### config.mk
export PLATFORM = sky130hd
export DESIGN_NAME = array_list_insert_delete_search_top
export DESIGN_NICKNAME = d
export VERILOG_FILES = /design/src/hdl/alist_pkg.sv /design/src/hdl/alist_ram.sv /design/src/hdl/alist_ctrl.sv /design/src/hdl/alist_dp.sv /design/src/hdl/array_list_insert_delete_search_top.sv
export SDC_FILE = /design/constraint.sdc
export NUM_CORES = 1
export LEC_CHECK = 0
export BUFFER_PORTS_ARGS = -buffer_cell sky130_fd_sc_hd__buf_4
export CAP_MARGIN = 25
export CORE_ASPECT_RATIO = 0.7
export CORE_MARGIN = 4
export CORE_UTILIZATION = 30
export CTS_CLUSTER_SIZE = 16
export DETAILED_ROUTE_END_ITERATION = 12
export PLACE_DENSITY = 0.48
export SETUP_SLACK_MARGIN = 0.4
export SYNTH_ARGS = -nofsm -noshare
export SYNTH_HDL_FRONTEND = slang
export SYNTH_HIERARCHICAL = 1
export SYNTH_SLANG_ARGS = --single-unit
### constraint.sdc
create_clock -name clk -period 6.8 [get_ports clk]
set_clock_uncertainty 0.2 [all_clocks]
set_input_delay 1.36 -clock clk [delete_from_list [all_inputs] [get_ports clk]]
set_output_delay 1.36 -clock clk [all_outputs]
set_load 0.03 [all_outputs]
### src/hdl/alist_pkg.sv
// ----------------------------------------------------------------------------
// alist_pkg
// Shared types, codes and constants of the array list block.
// ----------------------------------------------------------------------------
`default_nettype none

package alist_pkg;

	localparam int DEPTH_DEF = 16;
	localparam int DATA_W    = 32;
	localparam int FUNC_W    = 3;
	localparam int POS_W     = 5;
	localparam int CAP_W     = 5;
	localparam int STAT_W    = 2;
	localparam int FOUND_W   = 4;
	localparam int CNT_OUT_W = 5;
	localparam int APB_AW    = 3;

	localparam logic [CAP_W-1:0]  CAP_RESET = 5'd16;
	localparam logic [APB_AW-1:0] ADDR_CAP  = 3'd0;

	// operation codes
	localparam logic [FUNC_W-1:0] FN_APPEND  = 3'd0;
	localparam logic [FUNC_W-1:0] FN_INSERT  = 3'd1;
	localparam logic [FUNC_W-1:0] FN_DELETE  = 3'd2;
	localparam logic [FUNC_W-1:0] FN_LSEARCH = 3'd3;
	localparam logic [FUNC_W-1:0] FN_BSEARCH = 3'd4;

	// result status codes
	localparam logic [STAT_W-1:0] ST_OK     = 2'd0;
	localparam logic [STAT_W-1:0] ST_REJECT = 2'd1;
	localparam logic [STAT_W-1:0] ST_MISS   = 2'd2;

	typedef struct packed {
		logic [FUNC_W-1:0]        func;
		logic [POS_W-1:0]         position;
		logic signed [DATA_W-1:0] value;
		logic signed [DATA_W-1:0] key;
	} req_t;

	typedef struct packed {
		logic [STAT_W-1:0]        status;
		logic [FOUND_W-1:0]       found_index;
		logic signed [DATA_W-1:0] removed_value;
		logic [CNT_OUT_W-1:0]     count_now;
	} res_t;

	typedef enum logic [1:0] {
		WR_NONE,
		WR_APPEND,
		WR_PLACE,
		WR_SHIFT
	} wr_op_t;

	typedef enum logic [2:0] {
		PTR_HOLD,
		PTR_CNT_M1,
		PTR_POS,
		PTR_ZERO,
		PTR_INC,
		PTR_DEC
	} ptr_op_t;

	// controller to datapath
	typedef struct packed {
		logic              load;
		wr_op_t            wr_op;
		logic              dir_down;
		logic              rd_en;
		logic              rd_bs;
		ptr_op_t           ptr_op;
		logic              bs_init;
		logic              bs_step;
		logic              cnt_inc;
		logic              cnt_dec;
		logic              finish;
		logic [STAT_W-1:0] res_status;
		logic              found_en;
		logic              found_bs;
	} cmd_t;

	// datapath to controller
	typedef struct packed {
		logic [FUNC_W-1:0] func;
		logic              full;
		logic              pos_le_cnt;
		logic              pos_lt_cnt;
		logic              cnt_zero;
		logic              ptr_at_pos;
		logic              ptr_at_last;
		logic              hit;
		logic              bs_more;
	} sts_t;

endpackage

`default_nettype wire

### src/hdl/alist_ram.sv
// ----------------------------------------------------------------------------
// alist_ram
// Generic single write port, single read port RAM with registered read.
// ----------------------------------------------------------------------------
`default_nettype none

module alist_ram #(
	parameter int WIDTH = 32,
	parameter int DEPTH = 16
) (
	input  wire logic                     clk,
	input  wire logic                     we,
	input  wire logic [$clog2(DEPTH)-1:0] waddr,
	input  wire logic [WIDTH-1:0]         wdata,
	input  wire logic                     re,
	input  wire logic [$clog2(DEPTH)-1:0] raddr,
	output logic      [WIDTH-1:0]         rdata
);

	logic [WIDTH-1:0] mem [DEPTH];

	always_ff @(posedge clk) begin
		if (we) begin
			mem[waddr] <= wdata;
		end
		if (re) begin
			rdata <= mem[raddr];
		end
	end

endmodule

`default_nettype wire

### src/hdl/alist_ctrl.sv
// ----------------------------------------------------------------------------
// alist_ctrl
// Sequencer of the array list: decodes an item and steps the datapath
// through shifts, scans and halving probes.
// ----------------------------------------------------------------------------
`default_nettype none

module alist_ctrl (
	input  wire logic              clk,
	input  wire logic              arst_n,
	input  wire logic              start,
	input  wire alist_pkg::sts_t   sts,
	output alist_pkg::cmd_t        cmd,
	output logic                   busy
);

	typedef enum logic [3:0] {
		S_IDLE,
		S_CHECK,
		S_SHUP,
		S_DRAIN_UP,
		S_PLACE,
		S_SHDN,
		S_DRAIN_DN,
		S_LIN,
		S_LIN_LAST,
		S_BRD,
		S_BCMP
	} state_t;

	state_t state_q, state_d;

	always_ff @(posedge clk or negedge arst_n) begin
		if (!arst_n) begin
			state_q <= S_IDLE;
		end else begin
			state_q <= state_d;
		end
	end

	assign busy = (state_q != S_IDLE);

	always_comb begin
		cmd     = '0;
		state_d = state_q;
		unique case (state_q)
			S_IDLE: begin
				if (start) begin
					cmd.load = 1'b1;
					state_d  = S_CHECK;
				end
			end
			S_CHECK: begin
				unique case (sts.func)
					alist_pkg::FN_APPEND: begin
						cmd.finish = 1'b1;
						state_d    = S_IDLE;
						if (sts.full) begin
							cmd.res_status = alist_pkg::ST_REJECT;
						end else begin
							cmd.wr_op      = alist_pkg::WR_APPEND;
							cmd.cnt_inc    = 1'b1;
							cmd.res_status = alist_pkg::ST_OK;
						end
					end
					alist_pkg::FN_INSERT: begin
						if (sts.full || !sts.pos_le_cnt) begin
							cmd.finish     = 1'b1;
							cmd.res_status = alist_pkg::ST_REJECT;
							state_d        = S_IDLE;
						end else if (sts.pos_lt_cnt) begin
							cmd.ptr_op = alist_pkg::PTR_CNT_M1;
							state_d    = S_SHUP;
						end else begin
							state_d = S_PLACE;
						end
					end
					alist_pkg::FN_DELETE: begin
						if (sts.pos_lt_cnt) begin
							cmd.ptr_op = alist_pkg::PTR_POS;
							state_d    = S_SHDN;
						end else begin
							cmd.finish     = 1'b1;
							cmd.res_status = alist_pkg::ST_REJECT;
							state_d        = S_IDLE;
						end
					end
					alist_pkg::FN_LSEARCH: begin
						if (sts.cnt_zero) begin
							cmd.finish     = 1'b1;
							cmd.res_status = alist_pkg::ST_MISS;
							state_d        = S_IDLE;
						end else begin
							cmd.ptr_op = alist_pkg::PTR_ZERO;
							state_d    = S_LIN;
						end
					end
					alist_pkg::FN_BSEARCH: begin
						if (sts.cnt_zero) begin
							cmd.finish     = 1'b1;
							cmd.res_status = alist_pkg::ST_MISS;
							state_d        = S_IDLE;
						end else begin
							cmd.bs_init = 1'b1;
							state_d     = S_BRD;
						end
					end
					default: begin
						cmd.finish     = 1'b1;
						cmd.res_status = alist_pkg::ST_REJECT;
						state_d        = S_IDLE;
					end
				endcase
			end
			// read downwards from the top entry, write each one a place higher
			S_SHUP: begin
				cmd.rd_en  = 1'b1;
				cmd.wr_op  = alist_pkg::WR_SHIFT;
				cmd.ptr_op = alist_pkg::PTR_DEC;
				if (sts.ptr_at_pos) begin
					state_d = S_DRAIN_UP;
				end
			end
			S_DRAIN_UP: begin
				cmd.wr_op = alist_pkg::WR_SHIFT;
				state_d   = S_PLACE;
			end
			S_PLACE: begin
				cmd.wr_op      = alist_pkg::WR_PLACE;
				cmd.cnt_inc    = 1'b1;
				cmd.finish     = 1'b1;
				cmd.res_status = alist_pkg::ST_OK;
				state_d        = S_IDLE;
			end
			// first read is the removed entry, the rest move a place lower
			S_SHDN: begin
				cmd.rd_en    = 1'b1;
				cmd.wr_op    = alist_pkg::WR_SHIFT;
				cmd.dir_down = 1'b1;
				cmd.ptr_op   = alist_pkg::PTR_INC;
				if (sts.ptr_at_last) begin
					state_d = S_DRAIN_DN;
				end
			end
			S_DRAIN_DN: begin
				cmd.wr_op      = alist_pkg::WR_SHIFT;
				cmd.dir_down   = 1'b1;
				cmd.cnt_dec    = 1'b1;
				cmd.finish     = 1'b1;
				cmd.res_status = alist_pkg::ST_OK;
				state_d        = S_IDLE;
			end
			S_LIN: begin
				if (sts.hit) begin
					cmd.finish     = 1'b1;
					cmd.found_en   = 1'b1;
					cmd.res_status = alist_pkg::ST_OK;
					state_d        = S_IDLE;
				end else begin
					cmd.rd_en  = 1'b1;
					cmd.ptr_op = alist_pkg::PTR_INC;
					if (sts.ptr_at_last) begin
						state_d = S_LIN_LAST;
					end
				end
			end
			S_LIN_LAST: begin
				cmd.finish     = 1'b1;
				cmd.found_en   = sts.hit;
				cmd.res_status = sts.hit ? alist_pkg::ST_OK : alist_pkg::ST_MISS;
				state_d        = S_IDLE;
			end
			S_BRD: begin
				cmd.rd_en = 1'b1;
				cmd.rd_bs = 1'b1;
				state_d   = S_BCMP;
			end
			S_BCMP: begin
				if (sts.hit) begin
					cmd.finish     = 1'b1;
					cmd.found_en   = 1'b1;
					cmd.found_bs   = 1'b1;
					cmd.res_status = alist_pkg::ST_OK;
					state_d        = S_IDLE;
				end else begin
					cmd.bs_step = 1'b1;
					if (sts.bs_more) begin
						state_d = S_BRD;
					end else begin
						cmd.finish     = 1'b1;
						cmd.res_status = alist_pkg::ST_MISS;
						state_d        = S_IDLE;
					end
				end
			end
			default: begin
				state_d = S_IDLE;
			end
		endcase
	end

endmodule

`default_nettype wire

### src/hdl/alist_dp.sv
// ----------------------------------------------------------------------------
// alist_dp
// Datapath of the array list: entry store, count, scan pointer, search
// bounds and the result register.
// ----------------------------------------------------------------------------
`default_nettype none

module alist_dp #(
	parameter int DEPTH = alist_pkg::DEPTH_DEF
) (
	input  wire logic                          clk,
	input  wire logic                          arst_n,
	input  wire alist_pkg::req_t               req,
	input  wire logic [alist_pkg::CAP_W-1:0]   capacity,
	input  wire alist_pkg::cmd_t               cmd,
	output alist_pkg::sts_t                    sts,
	output logic                               done,
	output alist_pkg::res_t                    result
);

	localparam int AW     = $clog2(DEPTH);
	localparam int CW     = $clog2(DEPTH + 1);
	localparam int PW     = alist_pkg::POS_W;
	localparam int KW     = alist_pkg::CAP_W;
	localparam int DW     = alist_pkg::DATA_W;
	localparam int FW     = alist_pkg::FOUND_W;
	localparam int OW     = alist_pkg::CNT_OUT_W;
	localparam int CMP_W0 = (CW > PW) ? CW : PW;
	localparam int CMP_W  = (CMP_W0 > KW) ? CMP_W0 : KW;

	logic [alist_pkg::FUNC_W-1:0] func_q;
	logic [PW-1:0]                pos_q;
	logic [DW-1:0]                val_q;
	logic [DW-1:0]                key_q;
	logic [DW-1:0]                removed_q, removed_d;
	logic [CW-1:0]                cnt_q, cnt_d, cnt_m1;
	logic [AW-1:0]                rptr_q;
	logic [CW-1:0]                lo_q, hx_q;
	logic [CW:0]                  mid_sum;
	logic [CW-1:0]                mid_full;
	logic [AW-1:0]                mid_a, mid_s1;
	logic [CW-1:0]                mid_ext, mid_p1;
	logic                         rd_v_s1;
	logic [AW-1:0]                rd_addr_s1;
	logic [CMP_W-1:0]             posx, cntx, capx;
	logic [AW-1:0]                pos_a;
	logic                         key_less, eq, capture;
	logic                         ram_we;
	logic [AW-1:0]                ram_waddr, ram_raddr;
	logic [DW-1:0]                ram_wdata, ram_rdata;
	logic                         done_q;
	alist_pkg::res_t              res_q;
	logic [AW-1:0]                found_a;

	assign posx   = CMP_W'(pos_q);
	assign cntx   = CMP_W'(cnt_q);
	assign capx   = CMP_W'(capacity);
	assign pos_a  = posx[AW-1:0];
	assign cnt_m1 = cnt_q - CW'(1);

	// bounds kept as lo and one past hi, so both stay unsigned
	assign mid_sum  = {1'b0, lo_q} + {1'b0, hx_q} - (CW + 1)'(1);
	assign mid_full = mid_sum[CW:1];
	assign mid_a    = mid_full[AW-1:0];
	assign mid_ext  = CW'(mid_s1);
	assign mid_p1   = mid_ext + CW'(1);

	assign eq       = (ram_rdata == key_q);
	assign key_less = ($signed(key_q) < $signed(ram_rdata));

	assign sts.func        = func_q;
	assign sts.full        = (cntx >= capx) || (cnt_q >= CW'(DEPTH));
	assign sts.pos_le_cnt  = (posx <= cntx);
	assign sts.pos_lt_cnt  = (posx < cntx);
	assign sts.cnt_zero    = (cnt_q == '0);
	assign sts.ptr_at_pos  = (rptr_q == pos_a);
	assign sts.ptr_at_last = (rptr_q == cnt_m1[AW-1:0]);
	assign sts.hit         = rd_v_s1 && eq;
	assign sts.bs_more     = key_less ? (lo_q < mid_ext) : (mid_p1 < hx_q);

	// the read of the deleted position returns the removed entry
	assign capture = (cmd.wr_op == alist_pkg::WR_SHIFT) && cmd.dir_down && rd_v_s1
		&& (rd_addr_s1 == pos_a);
	assign removed_d = capture ? ram_rdata : removed_q;

	assign ram_raddr = cmd.rd_bs ? mid_a : rptr_q;

	always_comb begin
		ram_we    = 1'b0;
		ram_waddr = pos_a;
		ram_wdata = val_q;
		case (cmd.wr_op)
			alist_pkg::WR_APPEND: begin
				ram_we    = 1'b1;
				ram_waddr = cnt_q[AW-1:0];
			end
			alist_pkg::WR_PLACE: begin
				ram_we = 1'b1;
			end
			alist_pkg::WR_SHIFT: begin
				ram_we    = rd_v_s1 && !capture;
				ram_waddr = cmd.dir_down ? (rd_addr_s1 - AW'(1)) : (rd_addr_s1 + AW'(1));
				ram_wdata = ram_rdata;
			end
			default: begin
				ram_we = 1'b0;
			end
		endcase
	end

	always_comb begin
		cnt_d = cnt_q;
		if (cmd.cnt_inc) begin
			cnt_d = cnt_q + CW'(1);
		end else if (cmd.cnt_dec) begin
			cnt_d = cnt_q - CW'(1);
		end
	end

	assign found_a = cmd.found_bs ? mid_s1 : rd_addr_s1;

	alist_ram #(
		.WIDTH (DW),
		.DEPTH (DEPTH)
	) u_ram (
		.clk   (clk),
		.we    (ram_we),
		.waddr (ram_waddr),
		.wdata (ram_wdata),
		.re    (cmd.rd_en),
		.raddr (ram_raddr),
		.rdata (ram_rdata)
	);

	always_ff @(posedge clk or negedge arst_n) begin
		if (!arst_n) begin
			cnt_q   <= '0;
			rd_v_s1 <= 1'b0;
			done_q  <= 1'b0;
		end else begin
			cnt_q   <= cnt_d;
			rd_v_s1 <= cmd.rd_en;
			done_q  <= cmd.finish;
		end
	end

	always_ff @(posedge clk) begin
		if (cmd.load) begin
			func_q    <= req.func;
			pos_q     <= req.position;
			val_q     <= req.value;
			key_q     <= req.key;
			removed_q <= '0;
		end else if (capture) begin
			removed_q <= ram_rdata;
		end
		case (cmd.ptr_op)
			alist_pkg::PTR_CNT_M1: rptr_q <= cnt_m1[AW-1:0];
			alist_pkg::PTR_POS:    rptr_q <= pos_a;
			alist_pkg::PTR_ZERO:   rptr_q <= '0;
			alist_pkg::PTR_INC:    rptr_q <= rptr_q + AW'(1);
			alist_pkg::PTR_DEC:    rptr_q <= rptr_q - AW'(1);
			default:               rptr_q <= rptr_q;
		endcase
		if (cmd.rd_en) begin
			rd_addr_s1 <= ram_raddr;
		end
		if (cmd.rd_bs) begin
			mid_s1 <= mid_a;
		end
		if (cmd.bs_init) begin
			lo_q <= '0;
			hx_q <= cnt_q;
		end else if (cmd.bs_step) begin
			if (key_less) begin
				hx_q <= mid_ext;
			end else begin
				lo_q <= mid_p1;
			end
		end
		if (cmd.finish) begin
			res_q.status        <= cmd.res_status;
			res_q.found_index   <= (cmd.found_en && (cmd.res_status == alist_pkg::ST_OK))
				? FW'(found_a) : '0;
			res_q.removed_value <= removed_d;
			res_q.count_now     <= OW'(cnt_d);
		end
	end

	assign done   = done_q;
	assign result = res_q;

`ifndef SYNTHESIS
	a_cnt_bound: assert property (@(posedge clk) disable iff (!arst_n)
		cnt_q <= CW'(DEPTH))
		else $error("list count above store depth");

	a_cnt_moves_with_result: assert property (@(posedge clk) disable iff (!arst_n)
		(cnt_q != $past(cnt_q)) |-> done_q)
		else $error("count changed without a result");

	a_single_strobe: assert property (@(posedge clk) disable iff (!arst_n)
		done_q |=> !done_q)
		else $error("result strobe held for two cycles");

	a_found_zero: assert property (@(posedge clk) disable iff (!arst_n)
		(done_q && (res_q.status != alist_pkg::ST_OK)) |-> (res_q.found_index == '0))
		else $error("found index set on a failed item");
`endif

endmodule

`default_nettype wire

### src/hdl/array_list_insert_delete_search_top.sv
// The single read port of the entry store sets the pace: entries are moved or
// compared one at a time, and a new item is not taken while busy. The next item
// is taken in the cycle the result shows. Reset clears the count and sets
// capacity to 16; the store is not cleared.
// ----------------------------------------------------------------------------
// array_list_insert_delete_search_top
// Packed list of signed entries with append, insert, delete and searches.
// ----------------------------------------------------------------------------
`default_nettype none

module array_list_insert_delete_search_top #(
	parameter int DEPTH = alist_pkg::DEPTH_DEF
) (
	input  wire logic                           clk,
	input  wire logic                           arst_n,
	input  wire logic                           start,
	output logic                                busy,
	input  wire alist_pkg::req_t                req,
	output logic                                done,
	output alist_pkg::res_t                     result,
	input  wire logic                           psel,
	input  wire logic                           penable,
	input  wire logic                           pwrite,
	input  wire logic [alist_pkg::APB_AW-1:0]   paddr,
	input  wire logic [31:0]                    pwdata,
	output logic      [31:0]                    prdata,
	output logic                                pready
);

	localparam int KW = alist_pkg::CAP_W;

	logic [KW-1:0]   cap_q;
	alist_pkg::cmd_t cmd;
	alist_pkg::sts_t sts;

	assign pready = 1'b1;

	always_ff @(posedge clk or negedge arst_n) begin
		if (!arst_n) begin
			cap_q <= alist_pkg::CAP_RESET;
		end else if (psel && penable && pwrite && (paddr == alist_pkg::ADDR_CAP)) begin
			cap_q <= pwdata[KW-1:0];
		end
	end

	assign prdata = (paddr == alist_pkg::ADDR_CAP) ? 32'(cap_q) : '0;

	alist_ctrl u_ctrl (
		.clk    (clk),
		.arst_n (arst_n),
		.start  (start),
		.sts    (sts),
		.cmd    (cmd),
		.busy   (busy)
	);

	alist_dp #(
		.DEPTH (DEPTH)
	) u_dp (
		.clk      (clk),
		.arst_n   (arst_n),
		.req      (req),
		.capacity (cap_q),
		.cmd      (cmd),
		.sts      (sts),
		.done     (done),
		.result   (result)
	);

endmodule

`default_nettype wire

Word-level counts from Yosys, hierarchy flattened
Memories as Yosys holds them, arrays and structs flattened. A register that Yosys moved wholly into a read port is not among the register bits.
Index checks and enable logic that the tools add are counted.
{"block": "totals", "reg_bits": 185, "latch_bits": 0, "ram_bits": 512, "rom_bits": 0, "output_inout_bits": 78, "memories": 1}
{"block": "classes", "add_sub_neg": 9, "mul": 0, "div_mod_pow": 0, "magnitude_cmp": 7, "eq_ne": 30, "shift": 0, "muxes": 68, "n_bitwise": 1, "n_reduce_logical": 31}
{"name": "u_dp.u_ram.mem", "words": 16, "width": 32, "rd": 1, "rd_clocked_by_memory_dff": 1, "write_ports": 1, "line_no": "alist_ram.sv:20", "rtl": "logic [WIDTH-1:0] mem [DEPTH];"}
{"cell": "2-to-1 mux 32 bit", "count": 2}
{"cell": "2-to-1 mux 4 bit", "count": 12}
{"cell": "2-to-1 mux 3 bit", "count": 11}
{"cell": "== test 32 bit", "count": 1}
{"cell": "< comparator 32 bit", "count": 1}
{"cell": "one-hot mux 4 bit (8 select lines)", "count": 1}
{"cell": "2-to-1 mux 5 bit", "count": 6}
{"cell": "one-hot mux 3 bit (4 select lines)", "count": 2}
{"cell": "one-hot mux 4 bit (5 select lines)", "count": 1}
{"cell": "2-to-1 mux 1 bit", "count": 19}
{"cell": "== test 4 x 3 -> 1 bit (second input constant)", "count": 4}
{"cell": "one-hot mux 4 bit (4 select lines)", "count": 1}
{"cell": "one-hot mux 3 bit (5 select lines)", "count": 1}
{"cell": "== test 3 x 2 -> 1 bit (second input constant)", "count": 4}
{"cell": "== test 4 bit", "count": 3}
{"cell": "== test 4 bit (second input constant)", "count": 3}
{"cell": "< comparator 5 bit", "count": 2}
{"cell": "2-to-1 mux 2 bit", "count": 5}
{"cell": "subtractor 5 x 1 -> 5 bit (second input constant)", "count": 2}
{"cell": "== test 3 bit (second input constant)", "count": 3}
{"cell": "logical AND 1 bit", "count": 9}
{"cell": "one-hot mux 3 bit (3 select lines)", "count": 1}
{"cell": "adder 4 x 1 -> 4 bit (second input constant)", "count": 2}
{"cell": "== test 4 x 2 -> 1 bit (second input constant)", "count": 2}
{"cell": "other kinds (33)", "count": 48}

Logic depth before layout (Yosys ltp)
Gate-level depths: netlist (run 1).
{"block": "logic_depth", "word_depth": 14, "ltp_mapped": 21}

Cells and area by module
Netlist (run 1), hierarchy kept.
{"module": "alist_ram", "instances": 1, "cells_per_inst": 838, "area_each_um2": 20155.6, "seq_area_each_um2": 16335.7}
{"module": "alist_dp", "instances": 1, "cells_per_inst": 675, "area_each_um2": 8401.8, "seq_area_each_um2": 4879.7}
{"module": "alist_ctrl", "instances": 1, "cells_per_inst": 108, "area_each_um2": 700.7, "seq_area_each_um2": 100.1}
{"module": "array_list_insert_delete_search_top", "instances": 1, "cells_per_inst": 48, "area_each_um2": 486.7, "seq_area_each_um2": 126.4}

Worst setup path after synthesis (run 1)
OpenSTA, ideal clock, no wires.
{"block": "synth_path", "path_type": "register -> register", "startpoint": "reg u_dp.cnt_q[0]", "endpoint": "mem u_dp.u_ram.mem[0][0], enable pin", "arrival_ps": 6101, "setup_slack_ps": 38, "path_stages_with_launch": 20, "path_buffers": 3, "path_cell_list": "dfrtp_1 -> clkbuf_1 -> inv_1 -> ha_1 -> nand2b_1 -> a21o_1 -> a21oi_1 -> nor2b_1 -> o21ai_0 -> nand2_1 -> nor4_1 -> o21ai_0 -> a21oi_1 -> ha_1 -> clkbuf_1 -> clkbuf_1 -> a31oi_1 -> nor2_1 -> or3b_2 -> nor3_1"}
{"item": "from (decl)", "line_no": "alist_dp.sv:36", "rtl": "logic [CW-1:0] cnt_q, cnt_d, cnt_m1;"}
{"item": "from (signal assigned)", "line_no": "alist_dp.sv:141", "rtl": "cnt_q <= cnt_d;"}
{"item": "to (decl)", "line_no": "alist_ram.sv:20"}

==> impl_metrics.json, run 1 <==
{
  "status": "complete, no violations",
  "syn_to_final_growth_pct": 17.91,
  "setup.worst_path.end": "u_dp/u_ram/mem[3][18]$_DFFE_PP_",
  "dpl-instance-area_sq_um": 32550,
  "r2r_cells": 19,
  "cts.sinks": 729,
  "hold_path.class": "flop to flop",
  "place_congestion": 0.7770,
  "avgSynthCellArea_sq_um": 17.82,
  "rows": 96,
  "fin_cells": 3226,
  "fillers": 9205,
  "postCtsSetupBuffers": 0,
  "viasPerCell": 4.785,
  "final_area_sq_um": 35070,
  "synthFlopType": "edfxtp_1",
  "die_h_microns": 271.4,
  "worstSetupPathType": "flop to flop",
  "grt_pass1_wl_mm": 107.8,
  "htreeDepth": 3,
  "io_pins": 191,
  "final_util_pct": 35.74,
  "synth_fa_ha_area_share_pct": 3.020,
  "slew_headroom_pct": 37.55,
  "cp-startpoint": "u_dp/cnt_q[0]$_DFF_PN0_",
  "power_density_nw_per_um2": 437.8,
  "synth_top_family_by_area": "multiplexers",
  "end_kind": "flop",
  "crit_path_max_fanout": 32,
  "r2r_setup_slack_ns": 0.97,
  "start_util_pct": 30.31,
  "drt-wirelength-per-cell_microns": 22.81,
  "antenna_cells": 0,
  "clock-root-buffer": "clkbuf_16",
  "cts_inserted_buffers": 76,
  "placedCellCount": 3087,
  "ys_seq_area_share_pct": 72.09,
  "firstDrtPassIters": 5,
  "worst_pin_slew_ns": 0.9296,
  "drive_gt1_share_pct": 26.54,
  "setup_viol": 0,
  "timing.final.crit_share_pct": 85.74,
  "reg2reg_from": "u_dp/cnt_q[0]$_DFF_PN0_",
  "timing.rr.end": "u_dp/u_ram/mem[3][18]$_DFFE_PP_",
  "drcViolationCount": 0,
  "netlist_instances": 1669,
  "die-area_sq_um": 104300,
  "synthSimpleGateAreaFrac_pct": 4.572,
  "fin_setup_tns_ns": 0,
  "dp_hpwl_mm": 44.28,
  "vias": 15437,
  "grt_use_total_pct": 14.04,
  "io_buffer_count": 135,
  "grt_pass1_vias": 15998,
  "cts_resized": 0,
  "die_width_microns": 384.4,
  "fmax_ghz": 0.1715,
  "synth_compound_area_share_pct": 4.964,
  "core_area_sq_um": 98130,
  "async_flop_share_pct": 2.195,
  "final_antenna_net_count": 0,
  "finalHoldViolCount": 0,
  "nets": 2027,
  "grt_max_degree": 105,
  "clk_latency_ns": 0.65,
  "whs_ns": 0.3303,
  "antenna_found_initial": 2,
  "yosys_warnings": 6,
  "cts_tree": "built",
  "routed_wl_mm": 73.60,
  "cp_data_required_time_ns": 6.86,
  "synth-xor-area-share_pct": 0.9422,
  "holdBufCountCts": 0,
  "startpoint_type": "flop",
  "hold_depth": 2,
  "slew_viol_final": 0,
  "p_leak_nw": 11.87,
  "ys_seq_elements": 729,
  "fin_crit_ns": 5.831,
  "synth_cell_types": 79,
  "vdd_drop_max_mv": 0.2845,
  "synth_area_sq_um": 29740,
  "worst-endpoint-arrival_ns": 5.89,
  "overflow": 0,
  "clockBufferDepth": 3,
  "rsz0062_at_grt": "no",
  "synth_edf_count": 676,
  "drv_cap": 0,
  "muxShareOfSynthArea_pct": 11.59,
  "cts.reportedPaths.clkPinSlew_ns": 0.06,
  "drtIter0Drc": 949
}
-- critical path, stage by stage (launching register included) --
cell and delay [ns]:
dfrtp_1 0.36, buf_4 0.19, inv_1 0.13, ha_1 0.24, nand2b_1 0.14, a21o_1 0.18
a21oi_1 0.20, nor2b_1 0.07, o21ai_0 0.16, nand2_1 0.13, nor4_1 0.31, o21ai_0 0.18
a21oi_1 0.39, ha_2 0.34, buf_4 0.38, nor2b_1 0.20, a221o_1 0.46, nand2_1 0.39
nor2_4 0.19, buf_4 0.55
-- layer usage --
layer  global-route usage (%)  share of wire (%)  vias up
met1                    21.03                 49     8127
met3                    2.780                4.8       75
li1                         -                  -     6876
met4                    2.994                1.5        0
met5                        0                  0        -
met2                    21.14                 45      359
-- power breakdown --
part	leakage (nW)	internal [mW]	switching, mW
clock	1.20	2.42	1.75
combinational	4.03	1.81	2.91
sequential	6.64	6.02	0.433
-- how the worst min path moves through the flow --
stage / slack, ns / endpoint / from
floorplan: 0.27 / u_dp/lo_q[1]$_SDFFE_PP0P_ / u_dp/lo_q[1]$_SDFFE_PP0P_
global placement: 0.32 / u_dp/lo_q[1]$_SDFFE_PP0P_ / u_dp/lo_q[1]$_SDFFE_PP0P_
detailed placement: 0.32 / u_dp/lo_q[1]$_SDFFE_PP0P_ / u_dp/lo_q[1]$_SDFFE_PP0P_
CTS: 0.33 / u_dp/lo_q[1]$_SDFFE_PP0P_ / u_dp/lo_q[1]$_SDFFE_PP0P_
global route: 0.35 / u_dp/lo_q[1]$_SDFFE_PP0P_ / u_dp/lo_q[1]$_SDFFE_PP0P_
finish: 0.33 / u_dp/lo_q[4]$_SDFFE_PP0P_ / u_dp/lo_q[4]$_SDFFE_PP0P_
-- state kept, by name, indices dropped and copies added (netlist names) --
register and flops:
u_dp/key_q 32, u_dp/removed_q 32, u_dp/u_ram/rdata 32, u_dp/pos_q 5, u_dp/cnt_q 5, u_dp/func_q 3, u_dp/result 43, u_dp/u_ram/mem 512
u_dp/val_q 32, u_dp/rd_addr_s1 4, u_dp/rptr_q 4, u_dp/done 1, u_ctrl/state_q 4, u_dp/lo_q 5, u_dp/mid_s1 4, cap_q 5
u_dp/hx_q 5, u_dp/rd_v_s1 1
-- final cells by class --
type | instances | area, sq um | share of cell area (%)
sequential | 729 | 21440 | 61.14
multi-input combinational | 789 | 7767 | 22.15
clock buffer | 95 | 1973 | 5.626
tap | 1323 | 1655 | 4.720
timing repair buffer | 175 | 1459 | 4.160
clock inverter | 42 | 500.5 | 1.427
inverter | 73 | 274.0 | 0.7813
-- cells in the final DEF (no fill, tap or decap), types with 5 or more instances in the layout --
master     Yosys  final
inv_1         73     73
clkbuf_1      42     19
clkinv_1       0     12
nor2_1        48     34
nand2_1       97     97
mux2_4         5      5
mux4_2       128    128
clkbuf_16      0     77
nor2b_1       45     43
and2_2         5      5
xnor2_1       19     19
a22oi_1       67     67
nor3_1        16     12
buf_12         0      7
nor2_4         0     13
dfrtp_1       15     15
a21o_1         8      8
nand2b_1      10     10
xor2_1        13     13
o21ai_1       36     36
ha_1          67     66
bufinv_16      0      9
mux2i_1        5      5
buf_4         37    165
a21oi_1       29     29
mux2_2        38     37
o21ai_0       19     18
edfxtp_1     676    676
dfxtp_1       37     37
nand3_1       11     11
a31oi_1        6      6
conb_1         2     28
clkinv_2       0     10
a221oi_1       5      5
-- cells in the mapped netlist, drive strengths merged, types with 15 or more instances --
| cell | n | share of area, % |
|---|---|---|
| edfxtp | 676 | 68 |
| mux4 | 128 | 9.7 |
| nand2 | 97 | 1.2 |
| inv | 73 | 0.92 |
| a22oi | 67 | 1.7 |
| ha | 67 | 2.8 |
| buf | 62 | 1.4 |
| o21ai | 56 | 0.95 |
| nor2 | 50 | 0.65 |
| nor2b | 45 | 0.95 |
| mux2 | 44 | 1.7 |
| clkbuf | 42 | 0.53 |
| dfxtp | 37 | 2.5 |
| a21oi | 30 | 0.52 |
| xnor2 | 19 | 0.56 |
| nor3 | 17 | 0.30 |
| dfrtp | 15 | 1.3 |
-- through the flow --
step           power (mW)  worst slack (ns)
3_3_place_gp        11.23            0.7671
3_5_place_dp        11.33            0.8695
2_1_floorplan       9.605            0.9095
5_1_grt             16.22            0.5220
6_report            15.36            0.9694
4_1_cts             15.59            0.8642
-- cell families after synthesis --
kind of cell	count (synthesis)
flops	729
simple gates	272
compound gates	210
mux	177
buf+inv	177
fa+ha+maj	70
xor+xnor	32
other cells	2
Note: power is estimated with default switching activity, not from simulation.
==> run 2, diff against run 1 <==
--- a/config.mk
+++ b/config.mk
@@ -13,6 +13,7 @@
 export CTS_CLUSTER_SIZE = 16
 export DETAILED_ROUTE_END_ITERATION = 12
 export PLACE_DENSITY = 0.48
+export REMOVE_ABC_BUFFERS = 1
 export SETUP_SLACK_MARGIN = 0.4
 export SYNTH_ARGS = -nofsm -noshare
 export SYNTH_HDL_FRONTEND = slang
==> run 2 against run 1 <==
Net effect: register-to-register slack better by 0.28 ns; die area stayed put; final cell count is 0.19% higher; utilization is 0.055 points lower; critical path depth is 1 lower; highest routed layer unchanged; hold slack worse by 0.0084 ns; worst setup slack better by 0.28 ns; critical endpoint is now u_dp/u_ram/mem[8][17]$_DFFE_PP_; design area is 0.15% lower; first-iteration DRC count is 17% higher.
==> impl_metrics.json, run 2 (same netlist as run 1, synthesis figures left out) <==
{
  "end_kind": "flop",
  "firstDrtPassIters": 5,
  "r2r_setup_slack_ns": 1.25,
  "p_int_mw": 10.25,
  "start_util_pct": 30.31,
  "antenna_found_initial": 0,
  "hold_path.class": "flop to flop",
  "final_common_cell": "edfxtp_1",
  "timing.rr.end": "u_dp/u_ram/mem[8][17]$_DFFE_PP_",
  "slew_viol_final": 0,
  "placedCellCount": 3089,
  "r2r_cells": 18,
  "grt_max_degree": 92,
  "final_cell_mix": "676 x edfxtp_1, 168 x buf_4, 128 x mux4_2",
  "crit_path_max_fanout": 24,
  "final_util_pct": 35.68,
  "clk_latency_ns": 0.64,
  "reg2reg_from": "u_dp/cnt_q[0]$_DFF_PN0_",
  "routed_wl_mm": 73.76,
  "hold_depth": 2,
  "cts.sinks": 729,
  "clock-root-buffer": "clkbuf_16",
  "die_h_microns": 271.4,
  "fin_cells": 3232,
  "swShare_pct": 33.07,
  "dpl_worst_slack_ns": 1.252,
  "dp_hpwl_mm": 43.38,
  "whs_ns": 0.3219,
  "worst-endpoint-arrival_ns": 5.61,
  "route.met3.wl_mm": 3.563,
  "met2_length_mm": 32.97,
  "p_leak_nw": 11.84,
  "syn_to_final_growth_pct": 17.73,
  "drive_gt1_share_pct": 26.45,
  "slew_headroom_pct": 26.91,
  "seqPwrFrac_pct": 41.6,
  "setup_viol": 0,
  "grt_pass1_vias": 15659,
  "drcViolationCount": 0,
  "status": "complete, no violations",
  "rsz0062_at_grt": "no",
  "cts.reportedPaths.clkPinSlew_ns": 0.06,
  "fin_setup_tns_ns": 0,
  "io_pins": 191,
  "cts_resized": 0,
  "antenna_cells": 0,
  "fmax_ghz": 0.1803,
  "power_density_nw_per_um2": 437.5,
  "grt_pass1_wl_mm": 107.5,
  "rows": 96,
  "routed.top_layer": "met4",
  "vdd_drop_max_mv": 0.2951,
  "largest-register": "u_dp/u_ram/mem",
  "cp_data_required_time_ns": 6.86,
  "die_width_microns": 384.4,
  "die-area_sq_um": 104300,
  "largest_reg_flops": 512,
  "wl_met1_mm": 35.69,
  "core_area_sq_um": 98130,
  "nets": 2030,
  "comb_power_share_pct": 31.3,
  "grt_use_total_pct": 14.03,
  "cts_inserted_buffers": 78,
  "p_sw_mw": 5.067,
  "min_from": "u_dp/lo_q[1]$_SDFFE_PP0P_",
  "drtIter0Drc": 1114,
  "final_antenna_net_count": 0,
  "viasPerCell": 4.752,
  "cts_tree": "built",
  "startpoint_type": "flop",
  "fillers": 9161,
  "p_clk_share_pct": 27.1,
  "timing.final.crit_share_pct": 81.58,
  "vias": 15360,
  "worstSetupPathType": "flop to flop",
  "finalHoldViolCount": 0,
  "min_to": "u_dp/lo_q[1]$_SDFFE_PP0P_",
  "htreeDepth": 3,
  "fin_crit_ns": 5.548,
  "drv_cap": 0,
  "worst_pin_slew_ns": 1.090,
  "holdBufCountCts": 0,
  "overflow": 0,
  "place_congestion": 0.7859,
  "clockBufferDepth": 3,
  "drt-wirelength-per-cell_microns": 22.82,
  "setup_slack_ns": 1.252,
  "io_buffer_count": 135,
  "postCtsSetupBuffers": 0
}
==> run 2: cell count changes in the layout (fill, tap and decap cells not counted), moves of 3 or more <==
| cell | before | now |
|---|---|---|
| clkbuf_8 | 0 | 3 |
| buf_4 | 165 | 168 |
| bufinv_16 | 9 | 6 |
| inv_16 | 3 | 0 |
| nor3_4 | 4 | 0 |
| nor3_2 | 1 | 5 |
| inv_6 | 3 | 0 |
| clkinv_1 | 12 | 20 |
| clkbuf_16 | 77 | 80 |
==> run 2: per-stage QoR <==
step | area [sq um] | power (mW)
finish | 35020 | 15.32
global route | 35020 | 16.17
CTS | 35000 | 15.57
detailed placement | 32520 | 11.34
global placement | 32490 | 11.23
floorplan | 29280 | 9.687
==> run 2: cell type report <==
type / count / area, sq um / share of cell area [%]
flip-flops and latches: 729 / 21440 / 61.23
multi-input cells: 789 / 7736 / 22.09
clock buffers: 100 / 2107 / 6.017
well taps: 1323 / 1655 / 4.727
repair buffers: 176 / 1424 / 4.066
clock inverters: 42 / 379.1 / 1.083
inverters: 73 / 274.0 / 0.7825
==> run 2: critical path, cell delays in order, from the launching register on <==
cell and delay, ns:
dfrtp_1 0.38, inv_1 0.15, ha_1 0.25, nand2b_1 0.14, a21o_1 0.18, a21oi_1 0.15, nor2b_1 0.06, o21ai_0 0.14
nand2_1 0.14, nor4_1 0.42, o21ai_0 0.15, a21oi_1 0.32, ha_2 0.25, buf_4 0.25, a31oi_1 0.12, nor2_1 0.22
nand3b_1 0.17, nor3_2 0.84, buf_4 0.61
==> run 2: layer usage <==
metal	track usage, %	vias to the layer above
met5	0	-
met4	3.343	0
li1	-	6875
met1	20.84	8045
met3	2.724	93
met2	21.18	347
==> run 2: power groups by stage <==
stage               Clock, mW  Sequential [mW]  Combinational [mW]
global route             4.49             6.44                5.23
global placement            0             6.46                4.78
floorplan                   0             6.60                3.08
finish                   4.16             6.37                4.79
CTS                      4.30             6.38                4.89
detailed placement          0             6.47                4.88
==> run 2: worst max-delay path by stage <==
stage                                   from                              end  slack, ns
2_1_floorplan  u_ctrl/state_q[2]$_DFFE_PN0P_     u_dp/rd_addr_s1[0]$_DFFE_PP_     -12.81
3_3_place_gp         u_dp/cnt_q[0]$_DFF_PN0_  u_dp/u_ram/mem[8][17]$_DFFE_PP_       1.19
3_5_place_dp         u_dp/cnt_q[0]$_DFF_PN0_  u_dp/u_ram/mem[8][17]$_DFFE_PP_       1.25
4_1_cts              u_dp/cnt_q[0]$_DFF_PN0_  u_dp/u_ram/mem[8][17]$_DFFE_PP_       1.23
5_1_grt              u_dp/cnt_q[0]$_DFF_PN0_  u_dp/u_ram/mem[8][17]$_DFFE_PP_       0.93
6_report             u_dp/cnt_q[0]$_DFF_PN0_  u_dp/u_ram/mem[8][17]$_DFFE_PP_       1.25
==> run 3, diff against run 2 <==
--- a/config.mk
+++ b/config.mk
@@ -5,6 +5,7 @@
 export SDC_FILE = /design/constraint.sdc
 export NUM_CORES = 1
 export LEC_CHECK = 0
+export ABC_AREA = 1
 export BUFFER_PORTS_ARGS = -buffer_cell sky130_fd_sc_hd__buf_4
 export CAP_MARGIN = 25
 export CORE_ASPECT_RATIO = 0.7
@@ -12,7 +13,7 @@
 export CORE_UTILIZATION = 30
 export CTS_CLUSTER_SIZE = 16
 export DETAILED_ROUTE_END_ITERATION = 12
-export PLACE_DENSITY = 0.48
+export PLACE_DENSITY = 0.46
 export REMOVE_ABC_BUFFERS = 1
 export SETUP_SLACK_MARGIN = 0.4
 export SYNTH_ARGS = -nofsm -noshare
==> constraint.sdc (replaced) <==
create_clock -name clk -period 5.2 [get_ports clk]
set_clock_uncertainty 0.2 [all_clocks]
set_input_delay 1.04 -clock clk [delete_from_list [all_inputs] [get_ports clk]]
set_output_delay 1.04 -clock clk [all_outputs]
set_load 0.03 [all_outputs]
==> run 3 against run 2 <==
Net effect: sequential power up 29%; final cell count increased by 50%; die area up 9.7%; combinational power increased by 67%; wire length grew 25%; synthesized cell count rose by 89%; critical path type unchanged; largest cell class unchanged; largest power group unchanged.
==> impl_metrics.json, run 3 <==
{
  "cp_data_required_time_ns": 5.31,
  "slew_headroom_pct": 37.49,
  "hold_path.class": "input port to asynchronous set/reset pin",
  "start_util_pct": 30.21,
  "p_leak_nw": 16.56,
  "clockBufferDepth": 3,
  "rsz0062_at_grt": "yes",
  "end_kind": "flop",
  "fin_crit_ns": 4.471,
  "crit_path_max_fanout": 24,
  "crit_path_frequent_cell": "nand2_1",
  "cts.sinks": 729,
  "worst_pin_slew_ns": 0.9279,
  "largest-register": "u_dp/u_ram/mem",
  "rows": 101,
  "r2r_setup_slack_ns": 0.73,
  "synthDominantCellAreaShare_pct": 62.05,
  "drcViolationCount": 0,
  "grtUsageMet2_pct": 23.89,
  "p_clk_share_pct": 25.3,
  "cts_inserted_buffers": 77,
  "dp_hpwl_mm": 52.80,
  "largest_reg_flops": 512,
  "drtIter0Drc": 1714,
  "met3_usage_pct": 2.378,
  "p_int_mw": 13.20,
  "ys_seq_area_share_pct": 65.54,
  "finalHoldViolCount": 0,
  "synth_edf_count": 676,
  "max_stage_delay_ns": 0.41,
  "core_area_sq_um": 108300,
  "synthFlopType": "edfxtp_1",
  "firstDrtPassIters": 5,
  "slowest_stage": "dfrtp_1",
  "async_flop_share_pct": 2.195,
  "final_antenna_net_count": 0,
  "overflow": 0,
  "avgSynthCellArea_sq_um": 10.35,
  "synthTopCellsByArea": "edfxtp_1 62%, nand2_1 10%, inv_1 6.6%",
  "die-area_sq_um": 114500,
  "fmax_ghz": 0.2237,
  "viasPerCell": 4.387,
  "synth_area_leader_cell": "edfxtp_1",
  "antenna_cells": 0,
  "p_sw_mw": 8.543,
  "grt_pass1_wl_mm": 135.6,
  "die_width_microns": 402.7,
  "antenna_found_initial": 1,
  "vias": 21240,
  "fin_setup_tns_ns": 0,
  "vdd_drop_max_mv": 0.4861,
  "final_common_cell": "nand2_1",
  "status": "complete, no violations",
  "cts_tree": "built",
  "synth_cell_types": 55,
  "seqPwrFrac_pct": 37.8,
  "slew_viol_final": 0,
  "grt_max_degree": 131,
  "netlist_instances": 3161,
  "timing.final.crit_share_pct": 85.99,
  "setup_viol": 0,
  "worst-endpoint-arrival_ns": 4.58,
  "synth_area_sq_um": 32710,
  "ys_seq_elements": 729,
  "syn_to_final_growth_pct": 16.71,
  "holdBufCountCts": 0,
  "clk_latency_ns": 0.66,
  "worstSetupPathType": "flop to flop",
  "io_buffer_count": 135,
  "io_pins": 191,
  "final_util_pct": 35.25,
  "cp_cell_sequence": "clkinv_1, ha_1, inv_1, a21boi_0, o21a_1, o21a_1, o21ai_0, nand2_1, inv_1, nand3_1, nand2_1, ha_1, clkinv_2, buf_4, a21oi_1, o21ai_0, nand2_1, nand3_1, nor2_4, clkbuf_8",
  "die_h_microns": 284.3,
  "ys_top_cells_by_count": "886 x nand2_1, 676 x edfxtp_1, 578 x inv_1",
  "routed_wl_mm": 92.28,
  "drv_cap": 0,
  "startpoint_type": "flop",
  "place_congestion": 0.7978,
  "yosys_warnings": 6,
  "grt_pass1_vias": 20057,
  "power_density_nw_per_um2": 569.5,
  "synth_most_common_cell": "nand2_1",
  "grt_use_total_pct": 15.94,
  "final_cell_mix": "885 x nand2_1, 676 x edfxtp_1, 575 x inv_1",
  "clock-root-buffer": "clkbuf_16",
  "grt_use_met1_pct": 24.12,
  "htreeDepth": 3,
  "drt-wirelength-per-cell_microns": 19.06,
  "swShare_pct": 39.29,
  "comb_power_share_pct": 36.8,
  "top_usage_layer": "met1",
  "drive_gt1_share_pct": 11.71,
  "cts.reportedPaths.clkPinSlew_ns": 0.07,
  "nets": 3520
}
-- run 3: routing by layer --
metal / wire length, microns / share of wire, %
met1: 47020 / 51
met2: 39630 / 43
met3: 3853 / 4.2
met4: 1785 / 1.9
met5: 0 / 0
-- run 3: cell type report --
| class | count | area (sq um) |
|---|---|---|
| clock buffer | 104 | 2079 |
| clock inverter | 38 | 395.4 |
| tap | 1442 | 1804 |
| multi-input combinational | 1719 | 8361 |
| sequential | 729 | 21440 |
| fill | 10868 | 70120 |
| timing repair buffer | 223 | 1882 |
| inverter | 587 | 2217 |
-- run 3: final timing paths --
kind,endpoint,from,cells past startpoint
hold / removal,u_dp/done$_DFF_PN0_,arst_n,1
max in group asynchronous,cap_q[4]$_DFFE_PN1P_,arst_n,1
setup reg to reg,u_dp/u_ram/mem[14][20]$_DFFE_PP_,u_dp/cnt_q[0]$_DFF_PN0_,20
min in group clk,u_dp/removed_q[6]$_SDFF_PP0_,u_dp/removed_q[6]$_SDFF_PP0_,4
setup / recovery,u_dp/u_ram/mem[14][20]$_DFFE_PP_,u_dp/cnt_q[0]$_DFF_PN0_,20
hold reg to reg,u_dp/removed_q[6]$_SDFF_PP0_,u_dp/removed_q[6]$_SDFF_PP0_,4
-- run 3: critical path: cells and delay by family (launching register included) --
kind	cells	cell delay, ns
AO/OA/AOI/OAI	6	0.79
adder cells (fa/ha/maj)	2	0.58
buffers and inverters	6	1.03
flip-flops	1	0.41
AND/OR/NAND/NOR	6	1.07
-- run 3: what timing repair did --
| item | 4_1_cts | 5_1_grt |
|---|---|---|
| setup endpoints to repair | 0 | 204 |
| gates resized for setup | 0 | 14 |
| buffers inserted | 0 | 1 |
-- run 3: metrics by stage --
step	setup WS [ns]	hold slack (ns)	instances	power, mW	instance area, sq um
after floorplan	-17.15	0.2970	3035	13.18	31810
after global placement	0.5672	0.3394	4699	16.45	35650
after detailed placement	0.5545	0.3384	4699	16.45	35650
after CTS	0.5362	0.0006828	4841	22.07	38130
after global routing	0.3634	0.03781	4842	23.18	38180
final	0.7287	0.05409	4842	21.75	38180
-- run 3: kinds of logic (layout without fill, tap and decap cells) --
| kind of cell | count (synthesis) | after routing | synth area share [%] |
|---|---|---|---|
| compound gates | 161 | 161 | 2.807 |
| xor+xnor | 17 | 17 | 0.4551 |
| fa+ha+maj | 70 | 70 | 2.746 |
| buf+inv | 739 | 952 | 9.810 |
| flops | 729 | 729 | 65.54 |
| other cells | 2 | 28 | 0.02296 |
| simple gates | 1443 | 1443 | 18.61 |
-- run 3: power by group through the flow --
| stage | sequential (mW) | combinational [mW] | clock [mW] |
|---|---|---|---|
| finish | 8.23 | 8.01 | 5.51 |
| global route | 8.30 | 8.94 | 5.94 |
| CTS | 8.24 | 8.13 | 5.69 |
| detailed placement | 8.36 | 8.10 | 0 |
| global placement | 8.36 | 8.09 | 0 |
| floorplan | 8.55 | 4.63 | 0 |
